===== config.mk =====
export PLATFORM = sky130hd
export DESIGN_NAME = integer_to_radix_string
export DESIGN_NICKNAME = d
export VERILOG_FILES = /design/src/rtl/core/itr_pkg.sv /design/src/rtl/core/itr_ram.sv /design/src/rtl/core/itr_divider.sv /design/src/rtl/core/integer_to_radix_string.sv
export SDC_FILE = /design/constraint.sdc
export NUM_CORES = 1
export LEC_CHECK = 0
export ABC_AREA = 1
export ABC_CLOCK_PERIOD_IN_PS = 3600
export BUFFER_PORTS_ARGS = -buffer_cell sky130_fd_sc_hd__buf_2
export CORE_ASPECT_RATIO = 1.1
export CORE_UTILIZATION = 62
export DETAILED_ROUTE_END_ITERATION = 7
export HOLD_SLACK_MARGIN = 0.05
export PLACE_DENSITY = 0.77
export REMOVE_ABC_BUFFERS = 1
export SLEW_MARGIN = 15
export SYNTH_ARGS = -nofsm -noshare
export SYNTH_HDL_FRONTEND = slang
export SYNTH_SLANG_ARGS = --single-unit

===== constraint.sdc =====
create_clock -name clk -period 3.6 [get_ports clk]
set_input_delay 0.54 -clock clk [delete_from_list [all_inputs] [get_ports clk]]
set_output_delay 0.54 -clock clk [all_outputs]
set_load 0.1 [all_outputs]

===== src/rtl/core/itr_pkg.sv =====
// Shared types, constants and helper functions of the integer to radix string converter.
`timescale 1ns / 1ps

package itr_pkg;

	localparam int MAX_DIGITS_DEF = 64;
	localparam int VALUE_BITS_DEF = 63;
	localparam int VALUE_W        = 63;
	localparam int DIGIT_W        = 6;
	localparam int CHAR_W         = 7;
	localparam int RADIX_W        = 6;
	localparam int CFG_IDX_W      = 1;
	localparam int CFG_DATA_W     = 6;

	localparam logic [RADIX_W-1:0] RADIX_MIN = 6'd2;
	localparam logic [RADIX_W-1:0] RADIX_MAX = 6'd36;
	localparam logic [RADIX_W-1:0] RADIX_RST = 6'd10;
	localparam logic [DIGIT_W-1:0] DEC_DIGITS = 6'd10;

	localparam logic [CHAR_W-1:0] CHAR_ZERO    = 7'h30;
	localparam logic [CHAR_W-1:0] CHAR_UPPER_A = 7'h41;
	localparam logic [CHAR_W-1:0] CHAR_LOWER_A = 7'h61;

	typedef enum logic [1:0] {
		ST_IDLE,
		ST_DIV,
		ST_EMIT_RD,
		ST_EMIT_LD
	} state_t;

	typedef enum logic [CFG_IDX_W-1:0] {
		CFG_RADIX        = 1'b0,
		CFG_LETTER_UPPER = 1'b1
	} cfg_idx_t;

	typedef struct packed {
		logic load;
		logic cont;
	} div_ctrl_t;

	typedef struct packed {
		logic done;
		logic quo_zero;
	} div_stat_t;

	// Saturate the programmed radix into 2..36.
	function automatic logic [RADIX_W-1:0] eff_radix(input logic [RADIX_W-1:0] r);
		logic [RADIX_W-1:0] res;
		if (r < RADIX_MIN) begin
			res = RADIX_MIN;
		end else if (r > RADIX_MAX) begin
			res = RADIX_MAX;
		end else begin
			res = r;
		end
		return res;
	endfunction

	// Map one digit value to its ASCII character.
	function automatic logic [CHAR_W-1:0] digit_to_char(input logic [DIGIT_W-1:0] d,
			input logic upper);
		logic [CHAR_W-1:0] res;
		if (d < DEC_DIGITS) begin
			res = CHAR_ZERO + CHAR_W'(d);
		end else begin
			res = (upper ? CHAR_UPPER_A : CHAR_LOWER_A) + CHAR_W'(d) - CHAR_W'(DEC_DIGITS);
		end
		return res;
	endfunction

endpackage


===== src/rtl/core/itr_ram.sv =====
// Generic single-write, single-read RAM with registered read data.
`timescale 1ns / 1ps

module itr_ram #(
	parameter int WIDTH = 6,
	parameter int DEPTH = 64
) (
	input  logic                     clk,
	input  logic                     we,
	input  logic [$clog2(DEPTH)-1:0] waddr,
	input  logic [WIDTH-1:0]         wdata,
	input  logic                     re,
	input  logic [$clog2(DEPTH)-1:0] raddr,
	output logic [WIDTH-1:0]         rdata
);

	logic [WIDTH-1:0] mem_q [DEPTH];
	logic [WIDTH-1:0] rdata_q;

	always_ff @(posedge clk) begin
		if (we) begin
			mem_q[waddr] <= wdata;
		end
		if (re) begin
			rdata_q <= mem_q[raddr];
		end
	end

	assign rdata = rdata_q;

endmodule


===== src/rtl/core/itr_divider.sv =====
// Bit-serial restoring divider: one quotient bit per cycle, the quotient replaces the dividend.
`timescale 1ns / 1ps

module itr_divider #(
	parameter int VALUE_BITS = itr_pkg::VALUE_BITS_DEF
) (
	input  logic                          clk,
	input  logic                          arst_n,
	input  itr_pkg::div_ctrl_t            ctrl,
	input  logic [VALUE_BITS-1:0]         value,
	input  logic [itr_pkg::RADIX_W-1:0]   base,
	output itr_pkg::div_stat_t            stat,
	output logic [itr_pkg::DIGIT_W-1:0]   digit
);

	localparam int CW = $clog2(VALUE_BITS);

	logic [VALUE_BITS-1:0]       quo_q;
	logic [itr_pkg::DIGIT_W-1:0] rem_q;
	logic [CW-1:0]               cnt_q;
	logic                        run_q;
	logic                        nz_q;
	logic                        done_q;

	logic [itr_pkg::DIGIT_W:0]   trial;
	logic [itr_pkg::DIGIT_W:0]   diff;
	logic                        ge;
	logic [itr_pkg::DIGIT_W-1:0] rem_n;

	always_comb begin
		trial = {rem_q, quo_q[VALUE_BITS-1]};
		diff  = trial - {1'b0, base};
		ge    = (trial >= {1'b0, base});
		rem_n = ge ? diff[itr_pkg::DIGIT_W-1:0] : trial[itr_pkg::DIGIT_W-1:0];
	end

	// Dividend shifts out at the top, quotient bits enter at the bottom.
	always_ff @(posedge clk) begin
		if (ctrl.load) begin
			quo_q <= value;
		end else if (run_q) begin
			quo_q <= {quo_q[VALUE_BITS-2:0], ge};
		end
	end

	always_ff @(posedge clk or negedge arst_n) begin
		if (!arst_n) begin
			rem_q  <= '0;
			cnt_q  <= '0;
			run_q  <= 1'b0;
			nz_q   <= 1'b0;
			done_q <= 1'b0;
		end else begin
			done_q <= 1'b0;
			if (ctrl.load || ctrl.cont) begin
				rem_q <= '0;
				cnt_q <= '0;
				run_q <= 1'b1;
				nz_q  <= 1'b0;
			end else if (run_q) begin
				rem_q <= rem_n;
				nz_q  <= nz_q | ge;
				cnt_q <= cnt_q + CW'(1);
				if (cnt_q == CW'(VALUE_BITS - 1)) begin
					run_q  <= 1'b0;
					done_q <= 1'b1;
				end
			end
		end
	end

	assign stat.done     = done_q;
	assign stat.quo_zero = !nz_q;
	assign digit         = rem_q;

	a_rem_below_base: assert property (@(posedge clk) disable iff (!arst_n)
		run_q |-> (rem_q < base))
		else $error("remainder reached the divisor");

	a_done_after_run: assert property (@(posedge clk) disable iff (!arst_n)
		done_q |-> $past(run_q))
		else $error("done without a running division");

	a_cnt_in_range: assert property (@(posedge clk) disable iff (!arst_n)
		run_q |-> (cnt_q <= CW'(VALUE_BITS - 1)))
		else $error("bit counter out of range");

endmodule


===== src/rtl/core/integer_to_radix_string.sv =====
// Top level of the integer to radix string converter: control, digit store and output register.
// Each digit comes from one full division of the number by the radix in the single bit-serial
// divider (one quotient bit per cycle); the stored digits are then read back most significant
// first through states EMIT_RD and EMIT_LD. A new number is taken only in the idle state, after
// the last character of the previous one has been loaded into the output register.
// Reset (arst_n, asynchronous): radix 10, lowercase letters, idle, no result pending.
`timescale 1ns / 1ps

module integer_to_radix_string #(
	parameter int MAX_DIGITS = itr_pkg::MAX_DIGITS_DEF,
	parameter int VALUE_BITS = itr_pkg::VALUE_BITS_DEF
) (
	input  logic                             clk,
	input  logic                             arst_n,
	// input item
	input  logic                             in_valid,
	output logic                             in_stall,
	input  logic [itr_pkg::VALUE_W-1:0]      value,
	// result item
	output logic                             out_valid,
	input  logic                             out_stall,
	output logic [itr_pkg::CHAR_W-1:0]       digit_char,
	output logic                             last,
	// configuration write
	input  logic                             cfg_valid,
	output logic                             cfg_ready,
	input  logic [itr_pkg::CFG_IDX_W-1:0]    cfg_index,
	input  logic [itr_pkg::CFG_DATA_W-1:0]   cfg_data
);

	localparam int AW   = $clog2(MAX_DIGITS);
	localparam int CNTW = $clog2(MAX_DIGITS + 1);

	itr_pkg::state_t state_q, state_d;

	// Configuration registers.
	logic [itr_pkg::RADIX_W-1:0] radix_q;
	logic                        upper_q;
	// Radix latched at input transfer, held for the whole conversion.
	logic [itr_pkg::RADIX_W-1:0] base_q;

	logic [CNTW-1:0] cnt_q;   // digits stored so far
	logic [AW-1:0]   ptr_q;   // next digit to read back, most significant first

	logic                       ovld_q;
	logic [itr_pkg::CHAR_W-1:0] char_q;
	logic                       last_q;

	itr_pkg::div_ctrl_t          div_ctrl;
	itr_pkg::div_stat_t          div_stat;
	logic [itr_pkg::DIGIT_W-1:0] div_digit;

	logic                        ram_we;
	logic                        ram_re;
	logic [itr_pkg::DIGIT_W-1:0] ram_rdata;

	logic in_xfer;
	logic out_xfer;
	logic out_free;
	logic out_load;
	logic store_ok;

	assign in_xfer  = in_valid && !in_stall;
	assign out_xfer = ovld_q && !out_stall;
	assign out_free = !ovld_q || !out_stall;
	assign store_ok = (cnt_q < CNTW'(MAX_DIGITS));

	// Registers are always writable; the user must write them only while idle, the block does not enforce it.
	assign cfg_ready = 1'b1;

	always_ff @(posedge clk or negedge arst_n) begin
		if (!arst_n) begin
			radix_q <= itr_pkg::RADIX_RST;
			upper_q <= 1'b0;
		end else if (cfg_valid && cfg_ready) begin
			if (cfg_index == itr_pkg::CFG_RADIX) begin
				radix_q <= cfg_data[itr_pkg::RADIX_W-1:0];
			end else begin
				upper_q <= cfg_data[0];
			end
		end
	end

	// Next state and control strobes.
	always_comb begin
		state_d       = state_q;
		in_stall      = 1'b1;
		div_ctrl.load = 1'b0;
		div_ctrl.cont = 1'b0;
		ram_we        = 1'b0;
		ram_re        = 1'b0;
		out_load      = 1'b0;
		unique case (state_q)
			itr_pkg::ST_IDLE: begin
				in_stall = 1'b0;
				if (in_valid) begin
					div_ctrl.load = 1'b1;
					state_d       = itr_pkg::ST_DIV;
				end
			end
			itr_pkg::ST_DIV: begin
				if (div_stat.done) begin
					// Keep only the least significant digits once the store is full.
					ram_we = store_ok;
					if (div_stat.quo_zero) begin
						state_d = itr_pkg::ST_EMIT_RD;
					end else begin
						div_ctrl.cont = 1'b1;
					end
				end
			end
			itr_pkg::ST_EMIT_RD: begin
				ram_re  = 1'b1;
				state_d = itr_pkg::ST_EMIT_LD;
			end
			itr_pkg::ST_EMIT_LD: begin
				// Hold the read data until the output register frees up.
				if (out_free) begin
					out_load = 1'b1;
					state_d  = (ptr_q == '0) ? itr_pkg::ST_IDLE : itr_pkg::ST_EMIT_RD;
				end
			end
			default: begin
				state_d = itr_pkg::ST_IDLE;
			end
		endcase
	end

	always_ff @(posedge clk or negedge arst_n) begin
		if (!arst_n) begin
			state_q <= itr_pkg::ST_IDLE;
			base_q  <= itr_pkg::RADIX_RST;
			cnt_q   <= '0;
			ovld_q  <= 1'b0;
		end else begin
			state_q <= state_d;
			if (in_xfer) begin
				base_q <= itr_pkg::eff_radix(radix_q);
				cnt_q  <= '0;
			end else if (ram_we) begin
				cnt_q <= cnt_q + CNTW'(1);
			end
			if (out_load) begin
				ovld_q <= 1'b1;
			end else if (out_xfer) begin
				ovld_q <= 1'b0;
			end
		end
	end

	// Read pointer: start at the most significant stored digit, walk down to zero.
	always_ff @(posedge clk) begin
		if (state_q == itr_pkg::ST_DIV && div_stat.done && div_stat.quo_zero) begin
			ptr_q <= store_ok ? cnt_q[AW-1:0] : AW'(cnt_q - CNTW'(1));
		end else if (out_load) begin
			ptr_q <= ptr_q - AW'(1);
		end
	end

	always_ff @(posedge clk) begin
		if (out_load) begin
			char_q <= itr_pkg::digit_to_char(ram_rdata, upper_q);
			last_q <= (ptr_q == '0);
		end
	end

	assign out_valid  = ovld_q;
	assign digit_char = char_q;
	assign last       = last_q;

	itr_divider #(
		.VALUE_BITS(VALUE_BITS)
	) u_divider (
		.clk   (clk),
		.arst_n(arst_n),
		.ctrl  (div_ctrl),
		.value (value[VALUE_BITS-1:0]),
		.base  (base_q),
		.stat  (div_stat),
		.digit (div_digit)
	);

	itr_ram #(
		.WIDTH(itr_pkg::DIGIT_W),
		.DEPTH(MAX_DIGITS)
	) u_digit_store (
		.clk  (clk),
		.we   (ram_we),
		.waddr(cnt_q[AW-1:0]),
		.wdata(div_digit),
		.re   (ram_re),
		.raddr(ptr_q),
		.rdata(ram_rdata)
	);

	a_accept_starts_div: assert property (@(posedge clk) disable iff (!arst_n)
		in_xfer |=> (state_q == itr_pkg::ST_DIV))
		else $error("input transfer did not start a division");

	a_done_only_in_div: assert property (@(posedge clk) disable iff (!arst_n)
		div_stat.done |-> (state_q == itr_pkg::ST_DIV))
		else $error("divider finished outside the division state");

	a_last_ends_item: assert property (@(posedge clk) disable iff (!arst_n)
		(out_load && ptr_q == '0) |=> (state_q == itr_pkg::ST_IDLE && last_q && ovld_q))
		else $error("final digit did not close the item");

	a_cnt_bounded: assert property (@(posedge clk) disable iff (!arst_n)
		cnt_q <= CNTW'(MAX_DIGITS))
		else $error("digit count beyond store depth");

	a_char_legal: assert property (@(posedge clk) disable iff (!arst_n)
		ovld_q |-> ((char_q >= 7'h30 && char_q <= 7'h39) ||
			(char_q >= 7'h41 && char_q <= 7'h5A) ||
			(char_q >= 7'h61 && char_q <= 7'h7A)))
		else $error("output character outside digit alphabet");

endmodule


==> Word-level counts from Yosys, hierarchy flattened <==
Memories as Yosys holds them, arrays and structs flattened. A register that Yosys moved wholly into a read port is not among the register bits.
Index checks and enable logic that the tools add are counted.
{ "totals": {"ff_bits": 115, "mem_bits_rw": 384, "wordCells": 103, "n_memories": 1} }
{ "op_classes": {"n_addsub": 8, "order_cmp": 5, "n_eq_ne": 8, "mux": 45, "n_bitwise": 2, "n_reduce_logical": 19} }
{ "mem_list": {"columns": ["memory", "depth", "word_bits", "read_ports", "rd_ports_with_merged_regs", "wr", "line_no", "rtl"], "rows": [
  ["u_digit_store.mem_q", 64, 6, 1, 1, 1, "itr_ram.sv:17", "logic [WIDTH-1:0] mem_q [DEPTH];"]
]} }
{ "ops": {"columns": ["cell", "count"], "rows": [
  ["$mux W63", 2],
  ["$mux W6", 11],
  ["$mux W1", 23],
  ["$mux W7", 3],
  ["$sub A6 B1 Y6 const B", 2],
  ["$mux W2", 5],
  ["$reduce_bool A2 Y1", 5],
  ["$pmux W2 S4", 1],
  ["$add A6 B6 Y7 const A", 1],
  ["$add A7 B1 Y7 const B", 1],
  ["$add A7 B6 Y7", 1],
  ["$ge A7 B6 Y1", 1],
  ["$lt A7 B7 Y1 const B", 1],
  ["$sub A7 B4 Y7 const B", 1],
  ["$add A6 B1 Y6 const B", 1],
  ["$eq A6 B6 Y1 const B", 1],
  ["$gt A6 B6 Y1 const B", 1],
  ["$logic_not A6 Y1", 1],
  ["$lt A6 B2 Y1 const B", 1],
  ["$lt A6 B4 Y1 const B", 1],
  ["$ne A2 B2 Y1 const B", 3],
  ["$sub A6 B6 Y6", 1],
  ["$eq A2 B2 Y1 const B", 2],
  ["$logic_and A1 B1 Y1", 4],
  ["other kinds (9)", 13]
]} }

==> Depth between registers and ports, before layout <==
{ "logic_depth": {"word_depth": 6, "mapped_depth": 14} }

==> Hierarchy <==
From an unflattened synthesis, not the netlist that was laid out.
{ "hier_totals": {"cells_unflattened": 2048, "area_unflattened_um2": 21926.0} }
{ "by_module_without_submodules": {"columns": ["mod", "n_inst", "cells_each", "area_per_inst_um2"], "rows": [
  ["itr_ram", 1, 1376, 15990.3],
  ["itr_divider", 1, 418, 3786.1],
  ["integer_to_radix_string", 1, 254, 2149.6]
]} }

==> Least setup slack after synthesis <==
No wires, ideal clock.
{ "synth_path": {"path_type": "reg2reg", "from": "register state_q[0]", "to": "register u_divider.quo_q[0] (enable)", "arrival_ns": 2.709, "t_required_ns": 3.178, "path_slack_ns": 0.469, "path_stages_with_launch": 8, "path_cell_list": "dfrtp_1 > nor2_1 > inv_2 > nor2_4 > inv_2 > buf_2 > buf_2 > nand2_1"} }
{ "synth_between": {"elab_chain_cells": 3} }
{ "synth_rtl": {"columns": ["item", "line_no", "rtl"], "rows": [
  ["start: declaration", "integer_to_radix_string.sv:34", "itr_pkg::state_t state_q, state_d;"],
  ["start signal: assignment", "integer_to_radix_string.sv:131", "state_q <= itr_pkg::ST_IDLE;"],
  ["start signal: assignment", "integer_to_radix_string.sv:136", "state_q <= state_d;"],
  ["$logic_not A2 Y1", "integer_to_radix_string.sv:93", "unique case (state_q)"],
  ["$mux W1", "integer_to_radix_string.sv:93", null],
  ["$reduce_bool A2 Y1 (no line)", null, null],
  ["end signal: assignment", "itr_divider.sv:40", "quo_q <= value;"],
  ["end signal: assignment", "itr_divider.sv:42", "quo_q <= {quo_q[VALUE_BITS-2:0], ge};"],
  ["end: declaration", "itr_divider.sv:18", "logic [VALUE_BITS-1:0] quo_q;"]
]} }
No other way between the ends.
A chain may end at the register's enable or synchronous reset.

==> Worst setup path after layout <==
{ "layout_path": {"from": "register state_q[1]", "to": "memory u_digit_store.mem_q[16][5] (enable)"} }
{ "layout_between": {"elab_chain_cells": 4} }
{ "layout_rtl": {"columns": ["item", "line_no", "rtl"], "rows": [
  ["$eq A2 B1 Y1", "integer_to_radix_string.sv:93", null],
  ["$mux W1", "integer_to_radix_string.sv:93", null],
  ["$mux W1", "itr_ram.sv:21", "if (we) begin"],
  ["$mux W1 (not written as such)", "itr_ram.sv:22", "mem_q[waddr] <= wdata;"],
  ["end: declaration", "itr_ram.sv:17", null]
]} }
No other way between the ends.

==> results.yml <==
cells_and_area:
  fill_cells: 2644
  layout_commonest_cell: "nand2_1"
  fin_nets: 2382
  antenna_cells: 0
  regArea_mm2: 0.0150
  layout_common_cells: "747 x nand2_1, 467 x edfxtp_1, 242 x inv_1, 214 x nand3_1, 207 x nor2_1"
  multi_input_area_mm2: 0.00593
  drive_gt1_share_pct: 9.00
  post_layout_nonfiller_instances: 2804
  area_growth_pct: 10.2
clocking:
  cts_max_level: 2
  clkTransAtPathRegs_ns: 0.06
  cts-root-buf: "clkbuf_16"
  clockBufferDepth: 3
  cts_tree: "built"
  clock-sinks: 505
  cts-resized-gates: 0
  cts_setup_buffers: 0
  insertion_delay_ns: 0.56
  cts_buffers: 49
  cts-hold-fix-buffers: 0
critical_path:
  critPathCaptureType: "flip-flop"
  arrival_ns: 2.71
  path_class: "reg -> reg"
  cp.required_ns: 3.80
  worst-path-max-fanout: 11
  worst_setup_path_start_kind: "flip-flop"
global_routing:
  antenna_found_initial: 0
  grt_use_total_pct: 27.8
  grt_start_max_net_pins: 198
  grt_pass1_wl_um: 78700
  grt_overflow: 0
  grt_pass1_vias: 14900
floorplanning:
  design.core.area_mm2: 0.0354
  die-area_mm2: 0.0369
  io-pin-count: 86
  start_util_pct: 63.3
  rows: 72
  die_w_um: 183
  die_h_um: 201
pwr:
  switching_share_pct: 27.1
  peakVddDrop_mv: 0.687
  p_clk_share_pct: 32.6
  cellLeakagePower_nw: 10.4
  seqPwrFrac_pct: 52.0
  comb_power_share_pct: 15.5
  powerDensity_mw_per_mm2: 616
  p_total_mw: 15.2
  p_int_mw: 11.1
  power_switching_mw: 4.12
sta:
  setup_viol: 0
  slew_viol_final: 0
  worstMarginPinSlew_ns: 1.24
  finalSetupTns_ns: 0
  skew_ns: 0.0240
  slew_headroom_pct: 17.1
  whs_ns: 0.115
  fin_crit_ns: 2.51
  fin_crit_sh_pct: 69.6
  rsz0062_at_grt: "no"
  fmax_mhz: 399
  hold_viol_final: 0
route:
  wl_um: 49700
  viasPerCell: 5.46
  vias: 15300
  ant_nets: 0
  avgRoutedWirePerCell_um: 17.7
  drt_iter0_drc: 1718
  first_pass_iters: 5
  drcViolationCount: 0
placed_design:
  io_buffers: 84
  place_congestion: 0.930
  dpl.hpwl_um: 30100
  placedCellCount: 2714
synth:
  ys_warn_count: 0
  ys_ff_latch: 505
  yosysSeqAreaShare_pct: 66.8
  syn_avg_cell_area_um2: 10.1
  synth_cells: 2223
  async_reset_ff_share_pct: 7.52
  synth_enable_flop_cells: 467
  ys_types: 37
  synthFlopType: "edfxtp_1"
  synth_area_mm2: 0.0224
run:
  drv_cap: 0
run_status:
  status: "finished clean"
worst_hold_path:
  worstHoldPathType: "in -> async"
[cell usage after synthesis, drive strengths merged, types with 4 or more instances]
master	instances	area, µm²
a21oi	35	175
buf	80	487
clkbuf	20	75.1
dfrtp	34	851
dfstp	4	105
edfxtp	467	14000
ha	21	263
inv	248	933
nand2	749	2810
nand3	214	1070
nand4	4	25.0
nor2	212	813
nor3	13	65.1
o21ai	88	444
o22ai	4	25.0
or2	6	37.5
xnor2	5	43.8
xor2	7	61.3
[power by group through the flow]
| stage | registers [mW] | logic (mW) | clock network, mW |
|---|---|---|---|
| after floorplan | 8.31 | 1.08 | 0 |
| after global placement | 8.01 | 2.30 | 0 |
| after detailed placement | 8.02 | 2.35 | 0 |
| after CTS | 7.91 | 2.36 | 5.00 |
| after global routing | 7.95 | 2.64 | 5.22 |
| final | 7.90 | 2.35 | 4.95 |
[cell type report]
| cell class | instances | share of cell area (%) |
|---|---|---|
| well taps | 481 | 2.44 |
| multi-input cells | 1368 | 24.0 |
| clock buffers | 62 | 5.42 |
| flip-flops and latches | 505 | 60.7 |
| repair buffers | 110 | 2.75 |
| inverters | 250 | 3.81 |
| clock inverters | 28 | 0.851 |
[final timing paths]
check	to	depth (start not counted)	start	slack, ns
worst min register to register	radix_q[1]$_DFFE_PN1P_	2	radix_q[1]$_DFFE_PN1P_	0.49
worst max register to register	u_digit_store.mem_q[16][5]$_DFFE_PP_	8	state_q[1]$_DFFE_PN0P_	1.09
worst min-delay path	cnt_q[6]$_DFFE_PN0P_	1	arst_n	0.12
min in group clk	out_valid$_DFFE_PN0P_	3	out_stall	0.19
worst max-delay path	u_digit_store.mem_q[16][5]$_DFFE_PP_	8	state_q[1]$_DFFE_PN0P_	1.09
max in group asynchronous	u_divider.digit[5]$_DFFE_PN0P_	1	arst_n	2.86
[routing by layer]
layer	part of all wire, %	track usage [%]
met5	0	0
met1	41	38.0
met2	48	45.7
met3	8.1	4.49
met4	3.1	9.76
[kinds of logic (layout without fill, tap and decap cells)]
logic type                 Yosys count  after routing  synth area share (%)
buffers and inverters              350            450                  6.71
other                                1              1                0.0167
DFF                                505            505                  66.8
adders and majority gates           23             23                  1.35
AOI/OAI and AO/OA                  131            131                  3.00
and+or+nand+nor                   1201           1201                  21.6
xor gates and xnor gates            12             12                 0.469
[metrics by stage]
| step | utilization [%] | instance area [µm²] | worst slack [ns] |
|---|---|---|---|
| after floorplan | - | 21800 | -2.41 |
| after global placement | 65.4 | 23100 | 1.13 |
| after detailed placement | 65.4 | 23100 | 1.14 |
| after CTS | 69.7 | 24700 | 1.11 |
| after global routing | 69.7 | 24700 | 0.936 |
| final | 69.7 | 24700 | 1.09 |
[critical path, stage by stage (launching register included)]
cell and delay (ns):
dfrtp_1 0.40, inv_1 0.10, nand3_1 0.19, nor2_1 0.14
buf_4 0.18, inv_1 0.13, nor2_2 0.19, nand2_1 0.31
nor2_1 0.49
[registers in the layout (all words and copies together) (netlist names), 2 cells and up]
signal	flops
ptr_q	6
u_divider.cnt_q	6
u_digit_store.mem_q	384
u_divider.quo_q	63
state_q	2
digit_char	7
u_digit_store.rdata	6
radix_q	6
u_divider.digit	6
base_q	6
cnt_q	7
(Power assumes the default switching activity.)
